`config.mk`:
```
export PLATFORM = sky130hd
export DESIGN_NAME = smrk_front
export DESIGN_NICKNAME = d
export VERILOG_FILES = /design/src/rtl/core/smrk_pkg.sv /design/src/rtl/core/smrk_front.sv
export SDC_FILE = /design/constraint.sdc
export NUM_CORES = 1
export LEC_CHECK = 0
export BUFFER_PORTS_ARGS = -buffer_cell sky130_fd_sc_hd__buf_2
export CAP_MARGIN = 20
export CORE_AREA = 3 3 217 219
export DETAILED_ROUTE_END_ITERATION = 16
export DIE_AREA = 0 0 220 222
export GPL_ROUTABILITY_DRIVEN = 0
export SLEW_MARGIN = 5
export SYNTH_ARGS = -nofsm -noshare
export SYNTH_HDL_FRONTEND = slang
export SYNTH_SLANG_ARGS = --single-unit
```
`constraint.sdc`:
```
create_clock -name clk -period 10.85 [get_ports clk]
set_input_delay 3.255 -clock clk [delete_from_list [all_inputs] [get_ports clk]]
set_output_delay 3.255 -clock clk [all_outputs]
set_load 0.01 [all_outputs]
```
`src/rtl/core/smrk_pkg.sv`:
```
// Shared types, constants and arithmetic helpers for the sort/merge reduce-by-key block.
package smrk_pkg;

    localparam int KEY_W        = 64;
    localparam int AMP_W        = 32;
    localparam int FLAG_W       = 2;
    localparam int TOT_W        = 40;
    localparam int REPLICAS     = 2;
    localparam int CAPACITY_DEF = 64;

    localparam int IN_DATA_W  = 200;
    localparam int OUT_DATA_W = 280;
    localparam int CFG_DATA_W = 2;

    // output tdata bit offsets
    localparam int O_KH  = 0;
    localparam int O_KL  = 64;
    localparam int O_A0  = 128;
    localparam int O_A1  = 160;
    localparam int O_FL  = 192;
    localparam int O_T0  = 194;
    localparam int O_T1  = 234;
    localparam int O_OVF = 274;

    // configuration register indexes
    localparam logic CFG_REPLICAS  = 1'b0;
    localparam logic CFG_INIT_MODE = 1'b1;

    localparam logic [TOT_W-1:0] TOT_MAX = {TOT_W{1'b1}};

    typedef struct packed {
        logic [KEY_W-1:0]        key_high;
        logic [KEY_W-1:0]        key_low;
        logic signed [AMP_W-1:0] amp_first;
        logic signed [AMP_W-1:0] amp_second;
        logic [FLAG_W-1:0]       init_flags;
        logic                    last;
    } entry_t;

    typedef struct packed {
        logic   valid;
        entry_t entry;
    } queue_head_t;

    function automatic logic signed [AMP_W-1:0] sat_add(
        input logic signed [AMP_W-1:0] a,
        input logic signed [AMP_W-1:0] b
    );
        logic signed [AMP_W:0] s;
        s = {a[AMP_W-1], a} + {b[AMP_W-1], b};
        if (s[AMP_W] != s[AMP_W-1])
            return s[AMP_W] ? {1'b1, {(AMP_W-1){1'b0}}} : {1'b0, {(AMP_W-1){1'b1}}};
        return s[AMP_W-1:0];
    endfunction

    // opposite signs: add twice the smaller magnitude, clamp at all ones
    function automatic logic [TOT_W-1:0] annihilate(
        input logic [TOT_W-1:0]        total,
        input logic signed [AMP_W-1:0] acc,
        input logic signed [AMP_W-1:0] x
    );
        logic [AMP_W:0] ma;
        logic [AMP_W:0] mx;
        logic [AMP_W:0] m;
        logic [TOT_W:0] s;
        logic           opp;
        ma  = acc[AMP_W-1] ? (~{1'b1, acc} + 1'b1) : {1'b0, acc};
        mx  = x[AMP_W-1] ? (~{1'b1, x} + 1'b1) : {1'b0, x};
        m   = (ma < mx) ? ma : mx;
        opp = (acc[AMP_W-1] && !x[AMP_W-1] && (x != '0))
            || (x[AMP_W-1] && !acc[AMP_W-1] && (acc != '0));
        s   = {1'b0, total} + {{(TOT_W-AMP_W-1){1'b0}}, m, 1'b0};
        if (!opp)
            return total;
        return s[TOT_W] ? TOT_MAX : s[TOT_W-1:0];
    endfunction

endpackage

```
`src/rtl/core/smrk_front.sv`:
```
// Input side: unpacks stream transactions into a two-entry queue for the back end.
module smrk_front
    import smrk_pkg::*;
(
    input  logic                 clk,
    input  logic                 rst_n,
    input  logic                 in_tvalid,
    output logic                 in_tready,
    input  logic [IN_DATA_W-1:0] in_tdata,
    input  logic                 in_tlast,
    output queue_head_t          head,
    input  logic                 pop
);

    entry_t     q_reg [2];
    logic       wr_ptr_reg;
    logic       rd_ptr_reg;
    logic [1:0] cnt_reg;
    logic       push;
    logic       do_pop;
    entry_t     in_entry;

    assign in_entry.key_high   = in_tdata[63:0];
    assign in_entry.key_low    = in_tdata[127:64];
    assign in_entry.amp_first  = in_tdata[159:128];
    assign in_entry.amp_second = in_tdata[191:160];
    assign in_entry.init_flags = in_tdata[193:192];
    assign in_entry.last       = in_tlast;

    assign in_tready  = (cnt_reg != 2'd2);
    assign push       = in_tvalid && in_tready;
    assign head.valid = (cnt_reg != 2'd0);
    assign head.entry = q_reg[rd_ptr_reg];
    assign do_pop     = pop && head.valid;

    always_ff @(posedge clk)
    begin
        if (push)
            q_reg[wr_ptr_reg] <= in_entry;
    end

    always_ff @(posedge clk or negedge rst_n)
    begin
        if (!rst_n)
        begin
            wr_ptr_reg <= 1'b0;
            rd_ptr_reg <= 1'b0;
            cnt_reg    <= 2'd0;
        end
        else
        begin
            if (push)
                wr_ptr_reg <= ~wr_ptr_reg;
            if (do_pop)
                rd_ptr_reg <= ~rd_ptr_reg;
            cnt_reg <= cnt_reg + {1'b0, push} - {1'b0, do_pop};
        end
    end

endmodule

```
==> impl_results.md <==
* Vias in the first global route at between 7000 and 8000
* Vias per cell at 4.30
* Adder-cell share of the synthesized area at 0.169%
* Finished Core Util at 41.5%
* Largest family of logic cells by synthesized area: multiplexers
* Setup slack after placement at 4.71 ns
* Cell with the most instances after synthesis: edfxtp_1
* Peak supply drop at 0.160 mV
* Worst Setup Start Kind: register
* Syn avg cell area at between 20 and 25 um2
* Root Buffer Master: clkbuf_16
* Setup Buffers After CTS at 0
* Crit. End Element: primary output
* Compound-Gate Fraction of Synth Area at 0%
* XOR/XNOR share of the synthesized area at 0.236%
* PnR worst setup slack at 4.52 ns
* Yosys reg bits at 394
* Worst hold endpoint: cnt_reg[0]$_DFF_PN0_
* Class of the worst hold path: register to register
* Warnings from Yosys at 0
* Die area at 48800 um2
* Maximum fanout along the worst path at 53
* Critical path class: register to primary output
* I/O pin cnt at 402
* Setup TNS at 0 ns
* Reg2Reg Depth at 5
* Slew Limit Fails at 0
* First drt pass iteration count at 4
* Simple-gate portion of the synthesized area at 0.219%
* Clock Sink Count at 394
* Hold depth at 1
* Async set-reset flop share out of synthesis at under 10%
* CTS clk-pin slew, worst paths at about 0.060 ns
* RSZ-0062 raised after global routing: no
* Row count at 78
* Post-Syn Instances at 624
* Tmin final at 6.33 ns
* Clock skew at 0.0270 ns
* Gr usage total at 12.0%
* Post-synth EDFFs at 390
* 1st-iter DRT viols at 413
* Top post-synthesis cells by count: edfxtp_1 (390), mux2_4 (140), mux2_2 (55)
* CTS Buffer Depth at 3
* Hold Vio Cnt, Final at 0
* Setup violations, final at 0
* PostCTS Resize Cnt at 0
* Worst Path Buf+Inv at 2
* DRT antenna net count at 0
* Remaining DRCs at 0
* Largest net degree at the start of global routing at 96
* Total number of vias at about 7200
* Max-cap violation count at 0
* Cell taking the most area after synthesis: edfxtp_1
* PortBufs at 395
* Critical path data arrival time at 3.08 ns
* Status: completed
* Mux contribution to synthesized area at 18.3%
* Period utilization at 58.4%
* Worst path required time at 7.60 ns
* Most used flip-flop cell after synthesis: edfxtp_1
* Top delay family on crit path: buffers and inverters
* Worst Tran Pin Value at approximately 1 ns
* Worst r2r src: cnt_reg[1]$_DFF_PN0_
* Hold-fix buffers at CTS at 0
* Yosys top cell area share at between 70% and 80%
* Reg2reg end: q_reg[0][72]$_DFFE_PP_
* Worst reg-to-reg setup slack at 7.55 ns
* Grt ovf at 0
* Starting density of the core at 32.8%
* Skew-Pair Late Insertion Delay at 0.55 ns
* Dpl hpwl at 20500 um
* Final wirelength at 30700 um
* Max Freq at roughly 160 MHz
* Slowest stage delay, CP at 1.02 ns
* Power density over cell area at 274 nW/um2
* Critical-path cell list: buf_4 -> mux2_4 -> buf_2
* Die Height at 222 um
* Slew HR at 32.3%
* CTS tree: built
* Hold Crit Start: cnt_reg[0]$_DFF_PN0_
* Initial antenna violation count at 8
* H-tree Lvls at 2
* Register area share after synthesis at between 70% and 80%
* Cell Area, Synth at 14800 um2
* Nets at 1257
* Most area-consuming cells after synthesis: edfxtp_1 (79%), mux2_4 (14%), mux2_2 (4.2%), buf_6 (1.3%), dfrtp_1 (0.67%)
* Die X at about 220 um
* First-pass GRT wire length at 44900 um
* P_leak at 7.33 nW
* Area growth, synth to finish at 26.7%
* Max reg flops at 390
* Overall power at 0.00516 W
* DR WL/cell at 18.2 um
* Core ar. at 45300 um2
* CTS Buf Count at 43
* Share of cells above drive strength 1 at 61.0%
* Post-Syn Nets at between 800 and 900
* Critical path's slowest cell: dfrtp_4
* Yosys cell types at 16
cells in the final DEF, fill, tap and decap left out:
cell type	synthesis	final
or2_2	1	1
inv_8	0	1
buf_12	0	1
and3_4	0	1
buf_2	5	395
clkinv_4	0	1
nand2_1	1	1
clkbuf_16	0	45
edfxtp_1	390	390
bufinv_16	0	2
xor2_1	1	1
mux2_4	140	140
xnor2_1	3	3
ha_1	2	2
dfrtp_4	0	1
diode_2	0	6
and2_1	1	1
clkinv_1	0	8
nand2b_1	1	1
dfrtp_1	4	3
buf_4	0	7
mux2_2	55	55
inv_1	1	1
clkinv_2	0	3
clkinvlp_4	0	2
nor2_4	0	1
clkbuf_8	0	3
clkbuf_1	0	10
worst max path at each step:
stage | startpoint | slack (ns) | to | cells past startpoint
2_1_floorplan | in_tvalid | 1.96 | q_reg[0][0]$_DFFE_PP_ | 2
5_1_grt | rd_ptr_reg$_DFFE_PN0P_ | 4.31 | head[53] | 3
4_1_cts | rd_ptr_reg$_DFFE_PN0P_ | 4.40 | head[141] | 3
6_report | rd_ptr_reg$_DFFE_PN0P_ | 4.52 | head[53] | 3
3_5_place_dp | in_tvalid | 4.71 | q_reg[0][176]$_DFFE_PP_ | 5
3_3_place_gp | in_tvalid | 4.70 | q_reg[0][126]$_DFFE_PP_ | 5
routing by layer:
metal	vias to the layer above	track usage (%)	share of wire (%)	wire length, um
met4	4	4.78	2.8	846
li1	3355	-	-	-
met5	-	0	0.088	27
met2	265	19.9	49	14900
met3	55	5.13	10	3130
met1	3569	13.8	38	11800
worst register-to-register path, stage by stage, from the launching register on:
cell,delay (ns)
dfrtp_1,0.40
nand2b_1,0.15
nand2_1,0.16
nor2_4,0.48
buf_4,0.79
buf_4,0.87
cell type report:
cell class	instances	area (um2)
diodes	6	15.0
clock inverters	17	140
multi-input cells	207	2830
inverters	1	3.75
flip-flops and latches	394	11800
fillers	4069	26500
clock buffers	58	1200
well taps	600	751
repair buffers	403	2050
power breakdown:
| group | switching (W) | total (W) | internal [W] | leakage [nW] |
|---|---|---|---|---|
| clock | 0.000555 | 0.00138 | 0.000824 | 0.651 |
| sequential | 0.000119 | 0.00220 | 0.00208 | 3.67 |
| combinational | 0.000806 | 0.00157 | 0.000768 | 3.01 |
| total | 0.00148 | 0.00516 | 0.00368 | 7.33 |
kinds of logic after synthesis:
| logic type | Yosys count |
|---|---|
| xor gates and xnor gates | 4 |
| adders and majority gates | 2 |
| buffers and inverters | 23 |
| DFF | 394 |
| muxes | 195 |
| and+or+nand+nor | 6 |
per-stage QoR:
stage               area [um2]  hold WS (ns)  cells
floorplan                14800         0.479    624
global placement         17400         0.498   1605
detailed placement       17400         0.523   1605
CTS                      18800         0.538   1680
global route             18800         0.569   1683
finish                   18800         0.528   1686
Note: power is estimated with default switching activity, not from simulation.
